<file path="config.mk">
export PLATFORM = sky130hd
export DESIGN_NAME = overwrite_ring_log_with_level_scan_core
export DESIGN_NICKNAME = d
export VERILOG_FILES = /design/src/sv/orlls_pkg.sv /design/src/sv/orlls_ram.sv /design/src/sv/orlls_ctrl.sv /design/src/sv/overwrite_ring_log_with_level_scan_core.sv
export SDC_FILE = /design/constraint.sdc
export NUM_CORES = 2
export LEC_CHECK = 0
export BUFFER_PORTS_ARGS = -buffer_cell sky130_fd_sc_hd__buf_2
export CORE_AREA = 2 2 457 459
export CTS_BUF_LIST = sky130_fd_sc_hd__clkbuf_4 sky130_fd_sc_hd__clkbuf_8 sky130_fd_sc_hd__clkbuf_16
export CTS_CLUSTER_DIAMETER = 30
export DETAILED_ROUTE_END_ITERATION = 7
export DIE_AREA = 0 0 459 461
export SETUP_SLACK_MARGIN = 0.3
export SYNTH_ARGS = -nofsm -noshare
export SYNTH_HDL_FRONTEND = slang
export SYNTH_SLANG_ARGS = --single-unit
</file>
<file path="constraint.sdc">
create_clock -name i_clk -period 6 [get_ports i_clk]
set_clock_uncertainty 0.15 [all_clocks]
set_input_delay 1.2 -clock i_clk [delete_from_list [all_inputs] [get_ports i_clk]]
set_output_delay 1.2 -clock i_clk [all_outputs]
set_load 0.01 [all_outputs]
</file>
<file path="src/sv/orlls_pkg.sv">
package orlls_pkg;

    // Ring dimensions
    localparam int CAPACITY     = 64;
    localparam int PAYLOAD_BITS = 32;
    localparam int LEVEL_BITS   = 3;

    localparam int SLOT_W = $clog2(CAPACITY);
    localparam int CNT_W  = $clog2(CAPACITY + 1);
    localparam int SUM_W  = SLOT_W + 1;

    // Fixed request and result field widths
    localparam int FUNC_FW = 2;
    localparam int LVL_FW  = 3;
    localparam int PAY_FW  = 32;
    localparam int AGE_FW  = 6;
    localparam int CNT_FW  = 7;

    // Width at which stored and requested levels are compared
    localparam int LVL_CMP_W = 8;

    // Operation codes
    localparam logic [FUNC_FW-1:0] FUNC_PUSH  = 2'd0;
    localparam logic [FUNC_FW-1:0] FUNC_GET   = 2'd1;
    localparam logic [FUNC_FW-1:0] FUNC_FIND  = 2'd2;
    localparam logic [FUNC_FW-1:0] FUNC_CLEAR = 2'd3;

    localparam logic STATUS_OK       = 1'b0;
    localparam logic STATUS_BAD_AGE  = 1'b1;

    typedef struct packed {
        logic [FUNC_FW-1:0] func;
        logic [LVL_FW-1:0]  entry_level;
        logic [PAY_FW-1:0]  entry_payload;
        logic [AGE_FW-1:0]  age;
        logic [LVL_FW-1:0]  floor_level;
        logic [CNT_FW-1:0]  max_matches;
    } t_req;

    typedef struct packed {
        logic               status;
        logic [LVL_FW-1:0]  read_level;
        logic [PAY_FW-1:0]  read_payload;
        logic               match_valid;
        logic [AGE_FW-1:0]  match_age;
        logic [CNT_FW-1:0]  entry_count;
        logic               ring_empty;
        logic               last;
    } t_res;

    // One stored log entry
    typedef struct packed {
        logic [PAYLOAD_BITS-1:0] payload;
        logic [LEVEL_BITS-1:0]   level;
    } t_entry;

    localparam int ENTRY_W = $bits(t_entry);

    // Sequencer to ring datapath
    typedef struct packed {
        logic              wr;
        logic              clr;
        logic [SLOT_W-1:0] rd_age;
        t_entry            wdata;
    } t_ring_cmd;

    // Ring datapath to sequencer
    typedef struct packed {
        logic [CNT_W-1:0] count;
        t_entry           rdata;
    } t_ring_sts;

    typedef enum logic [2:0] {
        S_IDLE,
        S_EXEC,
        S_DONE,
        S_GETW,
        S_SCAN,
        S_FLUSH
    } t_state;

endpackage

</file>
<file path="src/sv/orlls_ram.sv">
module orlls_ram #(
    parameter int WIDTH = 8,
    parameter int DEPTH = 16
) (
    input  logic                     i_clk,
    input  logic                     i_we,
    input  logic [$clog2(DEPTH)-1:0] i_waddr,
    input  logic [WIDTH-1:0]         i_wdata,
    input  logic [$clog2(DEPTH)-1:0] i_raddr,
    output logic [WIDTH-1:0]         o_rdata
);

    logic [WIDTH-1:0] r_mem [DEPTH];
    logic [WIDTH-1:0] r_rdata;

    // Single write port, registered read port
    always_ff @(posedge i_clk) begin
        if (i_we) begin
            r_mem[i_waddr] <= i_wdata;
        end
        r_rdata <= r_mem[i_raddr];
    end

    assign o_rdata = r_rdata;

endmodule

</file>
<file path="src/sv/orlls_ctrl.sv">
module orlls_ctrl (
    input  logic                i_clk,
    input  logic                i_rst_n,
    input  logic                start,
    input  orlls_pkg::t_req     i_req,
    output logic                busy,
    output logic                o_strobe,
    output orlls_pkg::t_res     o_res,
    output orlls_pkg::t_ring_cmd o_cmd,
    input  orlls_pkg::t_ring_sts i_sts
);

    import orlls_pkg::*;

    t_state            r_state,    n_state;
    t_req              r_req,      n_req;
    logic [CNT_W-1:0]  r_age,      n_age;
    logic [CNT_FW-1:0] r_found,    n_found;
    logic              r_pend,     n_pend;
    logic [AGE_FW-1:0] r_pend_age, n_pend_age;
    t_res              r_res,      n_res;
    logic              r_strobe,   n_strobe;

    t_res              res_base;
    logic              hit;
    logic [CNT_W-1:0]  age_inc;
    logic [CNT_FW-1:0] found_inc;
    logic              scan_end;

    // Control state
    always_ff @(posedge i_clk) begin
        if (!i_rst_n) begin
            r_state  <= S_IDLE;
            r_strobe <= 1'b0;
            r_pend   <= 1'b0;
        end else begin
            r_state  <= n_state;
            r_strobe <= n_strobe;
            r_pend   <= n_pend;
        end
    end

    // Request, scan position and result holding
    always_ff @(posedge i_clk) begin
        r_req      <= n_req;
        r_age      <= n_age;
        r_found    <= n_found;
        r_pend_age <= n_pend_age;
        r_res      <= n_res;
    end

    // Scan helpers
    always_comb begin
        hit       = LVL_CMP_W'(i_sts.rdata.level) >= LVL_CMP_W'(r_req.floor_level);
        age_inc   = r_age + CNT_W'(1);
        found_inc = r_found + CNT_FW'(1);
        scan_end  = (age_inc == i_sts.count) || (hit && (found_inc >= r_req.max_matches));
    end

    // Common result fields: ring occupancy after the operation
    always_comb begin
        res_base             = '0;
        res_base.entry_count = CNT_FW'(i_sts.count);
        res_base.ring_empty  = (i_sts.count == '0);
        res_base.last        = 1'b1;
    end

    // Sequencer
    always_comb begin
        n_state    = r_state;
        n_req      = r_req;
        n_age      = r_age;
        n_found    = r_found;
        n_pend     = r_pend;
        n_pend_age = r_pend_age;
        n_res      = r_res;
        n_strobe   = 1'b0;

        o_cmd               = '0;
        o_cmd.wdata.level   = LEVEL_BITS'(r_req.entry_level);
        o_cmd.wdata.payload = PAYLOAD_BITS'(r_req.entry_payload);
        o_cmd.rd_age        = SLOT_W'(r_age);

        unique case (r_state)
            S_IDLE: begin
                if (start) begin
                    n_req   = i_req;
                    n_state = S_EXEC;
                end
            end
            S_EXEC: begin
                unique case (r_req.func)
                    FUNC_PUSH: begin
                        o_cmd.wr = 1'b1;
                        n_state  = S_DONE;
                    end
                    FUNC_CLEAR: begin
                        o_cmd.clr = 1'b1;
                        n_state   = S_DONE;
                    end
                    FUNC_GET: begin
                        if (CNT_FW'(r_req.age) >= CNT_FW'(i_sts.count)) begin
                            n_res        = res_base;
                            n_res.status = STATUS_BAD_AGE;
                            n_strobe     = 1'b1;
                            n_state      = S_IDLE;
                        end else begin
                            o_cmd.rd_age = SLOT_W'(r_req.age);
                            n_state      = S_GETW;
                        end
                    end
                    FUNC_FIND: begin
                        if (i_sts.count == '0 || r_req.max_matches == '0) begin
                            n_res    = res_base;
                            n_strobe = 1'b1;
                            n_state  = S_IDLE;
                        end else begin
                            o_cmd.rd_age = '0;
                            n_age        = '0;
                            n_found      = '0;
                            n_pend       = 1'b0;
                            n_state      = S_SCAN;
                        end
                    end
                    default: n_state = S_IDLE;
                endcase
            end
            S_DONE: begin
                // ring pointers already updated here
                n_res    = res_base;
                n_strobe = 1'b1;
                n_state  = S_IDLE;
            end
            S_GETW: begin
                n_res              = res_base;
                n_res.read_level   = LVL_FW'(i_sts.rdata.level);
                n_res.read_payload = PAY_FW'(i_sts.rdata.payload);
                n_strobe           = 1'b1;
                n_state            = S_IDLE;
            end
            S_SCAN: begin
                // read data belongs to r_age; fetch the next age meanwhile
                o_cmd.rd_age = scan_end ? SLOT_W'(r_age) : SLOT_W'(age_inc);
                if (hit) begin
                    // a held match is known not to be last once another turns up
                    if (r_pend) begin
                        n_res             = res_base;
                        n_res.match_valid = 1'b1;
                        n_res.match_age   = r_pend_age;
                        n_res.last        = 1'b0;
                        n_strobe          = 1'b1;
                    end
                    n_pend     = 1'b1;
                    n_pend_age = AGE_FW'(r_age);
                    n_found    = found_inc;
                end
                if (scan_end) begin
                    if (hit || r_pend) begin
                        n_state = S_FLUSH;
                    end else begin
                        n_res    = res_base;
                        n_strobe = 1'b1;
                        n_state  = S_IDLE;
                    end
                end else begin
                    n_age = age_inc;
                end
            end
            S_FLUSH: begin
                n_res             = res_base;
                n_res.match_valid = 1'b1;
                n_res.match_age   = r_pend_age;
                n_strobe          = 1'b1;
                n_pend            = 1'b0;
                n_state           = S_IDLE;
            end
            default: n_state = S_IDLE;
        endcase
    end

    assign busy     = (r_state != S_IDLE);
    assign o_strobe = r_strobe;
    assign o_res    = r_res;

    // Checks
    a_accept_busy: assert property (@(posedge i_clk) disable iff (!i_rst_n)
        start && !busy |=> busy)
        else $error("busy not raised after an accepted request");

    a_push_latency: assert property (@(posedge i_clk) disable iff (!i_rst_n)
        start && !busy && i_req.func == FUNC_PUSH |-> ##3 o_strobe)
        else $error("push result not delivered on time");

    a_match_in_window: assert property (@(posedge i_clk) disable iff (!i_rst_n)
        o_strobe && o_res.match_valid |-> CNT_FW'(o_res.match_age) < o_res.entry_count)
        else $error("match age outside the valid entries");

    a_bad_age_last: assert property (@(posedge i_clk) disable iff (!i_rst_n)
        o_strobe && o_res.status |-> o_res.last && !o_res.match_valid)
        else $error("out of range get not a single final result");

endmodule

</file>
<file path="src/sv/overwrite_ring_log_with_level_scan_core.sv">
// Push and clear: executed in S_EXEC, then the result is strobed from S_DONE; busy through both.
// Get: strobed from S_GETW, or from S_EXEC when the age lies outside the valid entries.
// Find: newest first, one entry a cycle through the single read port of the entry RAM;
// the held last match is strobed from S_FLUSH, an empty ring or a zero limit from S_EXEC;
// matches are strobed at most one per cycle, the last marked.
// Results cannot be held off. Synchronous active-low reset empties the ring at once;
// entry RAM contents are not cleared and are only read inside the valid window.
module overwrite_ring_log_with_level_scan_core (
    input  logic            i_clk,
    input  logic            i_rst_n,
    input  logic            start,
    input  orlls_pkg::t_req i_req,
    output logic            busy,
    output logic            o_strobe,
    output orlls_pkg::t_res o_res
);

    import orlls_pkg::*;

    t_ring_cmd         cmd;
    t_ring_sts         sts;
    logic [SLOT_W-1:0] r_wslot, n_wslot;
    logic [CNT_W-1:0]  r_count, n_count;
    logic [SUM_W-1:0]  slot_sum;
    logic [SLOT_W-1:0] rd_slot;
    logic [ENTRY_W-1:0] rdata;

    // Ring pointers
    always_ff @(posedge i_clk) begin
        if (!i_rst_n) begin
            r_wslot <= '0;
            r_count <= '0;
        end else begin
            r_wslot <= n_wslot;
            r_count <= n_count;
        end
    end

    always_comb begin
        n_wslot = r_wslot;
        n_count = r_count;
        if (cmd.clr) begin
            n_wslot = '0;
            n_count = '0;
        end else if (cmd.wr) begin
            n_wslot = (r_wslot == SLOT_W'(CAPACITY - 1)) ? '0 : r_wslot + SLOT_W'(1);
            if (r_count < CNT_W'(CAPACITY)) begin
                n_count = r_count + CNT_W'(1);
            end
        end
    end

    // Age to slot: newest sits just behind the write slot
    always_comb begin
        slot_sum = SUM_W'(r_wslot) + SUM_W'(CAPACITY - 1) - SUM_W'(cmd.rd_age);
        rd_slot  = (slot_sum >= SUM_W'(CAPACITY)) ? SLOT_W'(slot_sum - SUM_W'(CAPACITY))
                                                  : SLOT_W'(slot_sum);
    end

    orlls_ram #(
        .WIDTH (ENTRY_W),
        .DEPTH (CAPACITY)
    ) u_store (
        .i_clk   (i_clk),
        .i_we    (cmd.wr),
        .i_waddr (r_wslot),
        .i_wdata (cmd.wdata),
        .i_raddr (rd_slot),
        .o_rdata (rdata)
    );

    assign sts = {r_count, rdata};

    orlls_ctrl u_ctrl (
        .i_clk    (i_clk),
        .i_rst_n  (i_rst_n),
        .start    (start),
        .i_req    (i_req),
        .busy     (busy),
        .o_strobe (o_strobe),
        .o_res    (o_res),
        .o_cmd    (cmd),
        .i_sts    (sts)
    );

endmodule
</file>
==> results summary <==
The total clock buffers created by CTS came out at 456. The type of element launching the critical path is a flop. The final net count came out at 4670. The mean post-synth cell area came out at 24.0 µm².

In this run the critical register-to-register path is launched from u_ctrl.r_found[0]. The tree is rooted in a clkbuf_16. The minimum clock period after layout is 5700 ps.

The routed length per placed instance came out at 32.6 µm. By area the synthesized netlist is led by edfxtp_1 (77%), mux4_2 (17%), dfxtp_1 (1.1%), mux2i_1 (1.1%), clkbuf_1 (0.49%). The most critical setup path has its startpoint at u_ctrl.r_found[0]. The number of storage elements in the synthesis netlist is 2418. In the routed design, unresolved DRC markers number 0. At the pin with the least slew margin, the transition time is 1310 ps.

The initial antenna violation count came out at 2. Wires add up to 250 mm. Total power for the finished layout comes to 0.0486 W. Of all nets on the critical path, the largest fanout is 8. The relative area change from synthesis to final layout came out at 25.2%. The total overflow reported by the global router is 0.

The clock tree synthesis step divided the H-tree into 5 levels. The worst slew margin relative to its limit came out at 0.124. The number of pins exceeding their max-slew limit in the final report is 0.

The clock net sink count is 2418. Counting along the longest clock path gives a buffer depth of 4. The number of vias per cell after detailed routing came out at 5.93. The data arrival time at the worst-slack endpoint came out at 6380 ps. Setup repair after global routing could not meet its margin everywhere.

The routed layout has 45400 vias. Final hold analysis gives a worst-case slack of 247 ps. After legalization and detailed placement, the total HPWL measured 135 mm. The pin count of the biggest net entering global routing is 65. The reported max-cap violation count came out at 0.

The most used standard cell by instance count after synthesis is edfxtp_1. The first-pass GRT wire length is 348 mm. The die boundary width came out at 459 µm. The detailed router finished its first iteration with 5795 violations.

The min-delay analysis places its worst path in the category input port to flop. The timing-limited maximum frequency came out at 0.175 GHz. The clock transition at the registers of the reported paths is 60 ps. The clock latency of the later-clocked register in the worst-skew pair is 980 ps. The post-synthesis cell area came out at 0.0926 mm². The gate count of the mapped netlist is 3854. The number of rows in the core area came out at 167. For this configuration, the core starts out at a cell density of 0.448. The count of nets left with antenna violations once routing finished came out at 0.

The most numerous cell type found on the critical path is buf_6. The overall fraction of global-route tracks in use came out at 0.234. The post-cts hold buffer count came out at 0. Of the synthesized area, sequential elements account for 0.779. The delay of the slowest cell on the worst path is 880 ps. The run finished with clean final reports. The worst-case IR drop observed on VDD is 0.327 mV. After filler insertion, the fill cell instance count of the layout stands at 14900. The number of nets produced by synthesis is 3943.

In the final layout, the share of cells above drive strength 1 is 0.420. The core footprint came out at 0.206 mm². The number of enable flip-flop cells after synthesis is 2365. The count of cell types in the netlist is 62. Ranked by instance count, the synthesized netlist is headed by edfxtp_1 (2365), mux4_2 (700), clkbuf_1 (120). In this run the cell area measured after placement is 0.0991 mm². The port buffer count is 109. The final setup violation count came out at 0.

The global placement routability congestion is 0.808. The CTS tree is done. After routing the design area is 0.116 mm². The count of yosys warnings during synthesis came out at 0. The launch instance of the worst min-delay path is i_req[26]. For this run, the share of the core covered by cells in the final layout is 0.561.

The setup path with the least slack is of type flop to flop. The static leakage power is 38.1 nW. The proportion of register bits with asynchronous set or reset after synthesis came out at 0. Summed over all failing endpoints, the final setup total negative slack is 0 ps. The via count of the first global-routing pass came out at 46200. The library cell with the largest summed area after synthesis is edfxtp_1. On the critical path, the stage with the largest delay is an instance of fa_4. The fraction of post-synthesis cell area in the top cell type by area came out at 0.767. Power spread over the standard cell area amounts to 419 mW/mm². For this run, the detailed router's first-pass iteration total came to 6. STA puts the critical path data required time at 6680 ps. STA classifies the critical path endpoint as a flop. The count of pins on the block boundary came out at 110. In this run the vertical extent of the chip is 461 µm.

The number of endpoints with negative hold slack in the final report is 0. The die covers 0.212 mm². In the synthesized netlist the dominant register cell turns out to be edfxtp_1.

Dividing the final minimum period by the clock period gives 0.950.
## repair_timing
item,in CTS,in global routing
cloned,2,15
setup buffers,8,34
gates resized for setup,41,53
pin swaps,0,9
endpoints found under the setup margin,34,35
## cell type report
cell class | count | area (µm²) | area share
tap | 2704 | 3380 | 0.0292
antenna | 2 | 5.00 | 0.0000432
clock inverter | 311 | 3450 | 0.0298
sequential | 2418 | 72100 | 0.622
inverter | 34 | 128 | 0.00110
multi-input combinational | 1209 | 20300 | 0.175
timing repair buffer | 462 | 4500 | 0.0388
clock buffer | 521 | 12100 | 0.104
## worst paths after layout
kind,endpoint,slack [ps],cells past startpoint
hold reg to reg,u_ctrl.o_res[35],360,1
setup / recovery,u_store.o_rdata[10],300,26
setup reg to reg,u_store.o_rdata[10],300,26
hold / removal,u_ctrl.o_cmd[13],250,1
## state kept, by name, summed over array words and instances (netlist names)
register / cells
r_count: 7
r_wslot: 6
u_ctrl.o_cmd: 35
u_ctrl.o_res: 52
u_ctrl.o_strobe: 1
u_ctrl.r_age: 7
u_ctrl.r_found: 7
u_ctrl.r_pend: 1
u_ctrl.r_pend_age: 6
u_ctrl.r_req: 18
u_ctrl.r_state: 3
u_store.o_rdata: 35
u_store.r_mem: 2240
## cell usage in the layout, fill, tap and decap left out, drive strengths merged, types with 32 or more instances in the layout
cell type,count
clkbuf,533
dfxtp,53
buf,449
clkinv,153
mux4,700
edfxtp,2365
nor2,106
nand2,39
a22o,41
mux2i,105
bufinv,57
a21oi,34
clkinvlp,55
inv,80
ha,32
## critical path: cells and delay by family, from the launching register on
kind,cells,cell delay [ps]
muxes,5,1180
xor gates and xnor gates,1,170
DFF,1,440
AOI/OAI and AO/OA,3,600
adders and majority gates,4,1600
buffers and inverters,8,1010
and+or+nand+nor,5,420
## layer usage
metal  part of all wire  wire length [µm]  GRT usage
met3              0.074             18500     0.0427
met1               0.41            101000      0.323
met4              0.025              6290     0.0707
met5                  0                 0          0
met2               0.49            124000      0.382
## kinds of logic (layout without fill, tap and decap cells)
family	Yosys count	count (layout)	share of synthesized area
AO/OA/AOI/OAI	118	118	0.00937
XOR/XNOR	28	28	0.00288
adder cells (fa/ha/maj)	33	33	0.00454
buffers and inverters	227	1328	0.0111
flip-flops	2418	2418	0.779
multiplexers	814	814	0.183
other	0	2	0
AND/OR/NAND/NOR	216	216	0.0107
## per-stage QoR
step	setup slack [ps]	instances
2_1_floorplan	749	3854
3_3_place_gp	-468	6768
3_5_place_dp	-539	6768
4_1_cts	240	7610
5_1_grt	131	7660
6_report	299	7661
## report_power, final
part	switching, W	internal, W	total (W)
Clock	0.00854	0.0169	0.0254
Combinational	0.00208	0.00192	0.00400
Sequential	0.000207	0.0189	0.0191
Total	0.0108	0.0377	0.0486
No activity file was read; power rests on OpenSTA's default activity.
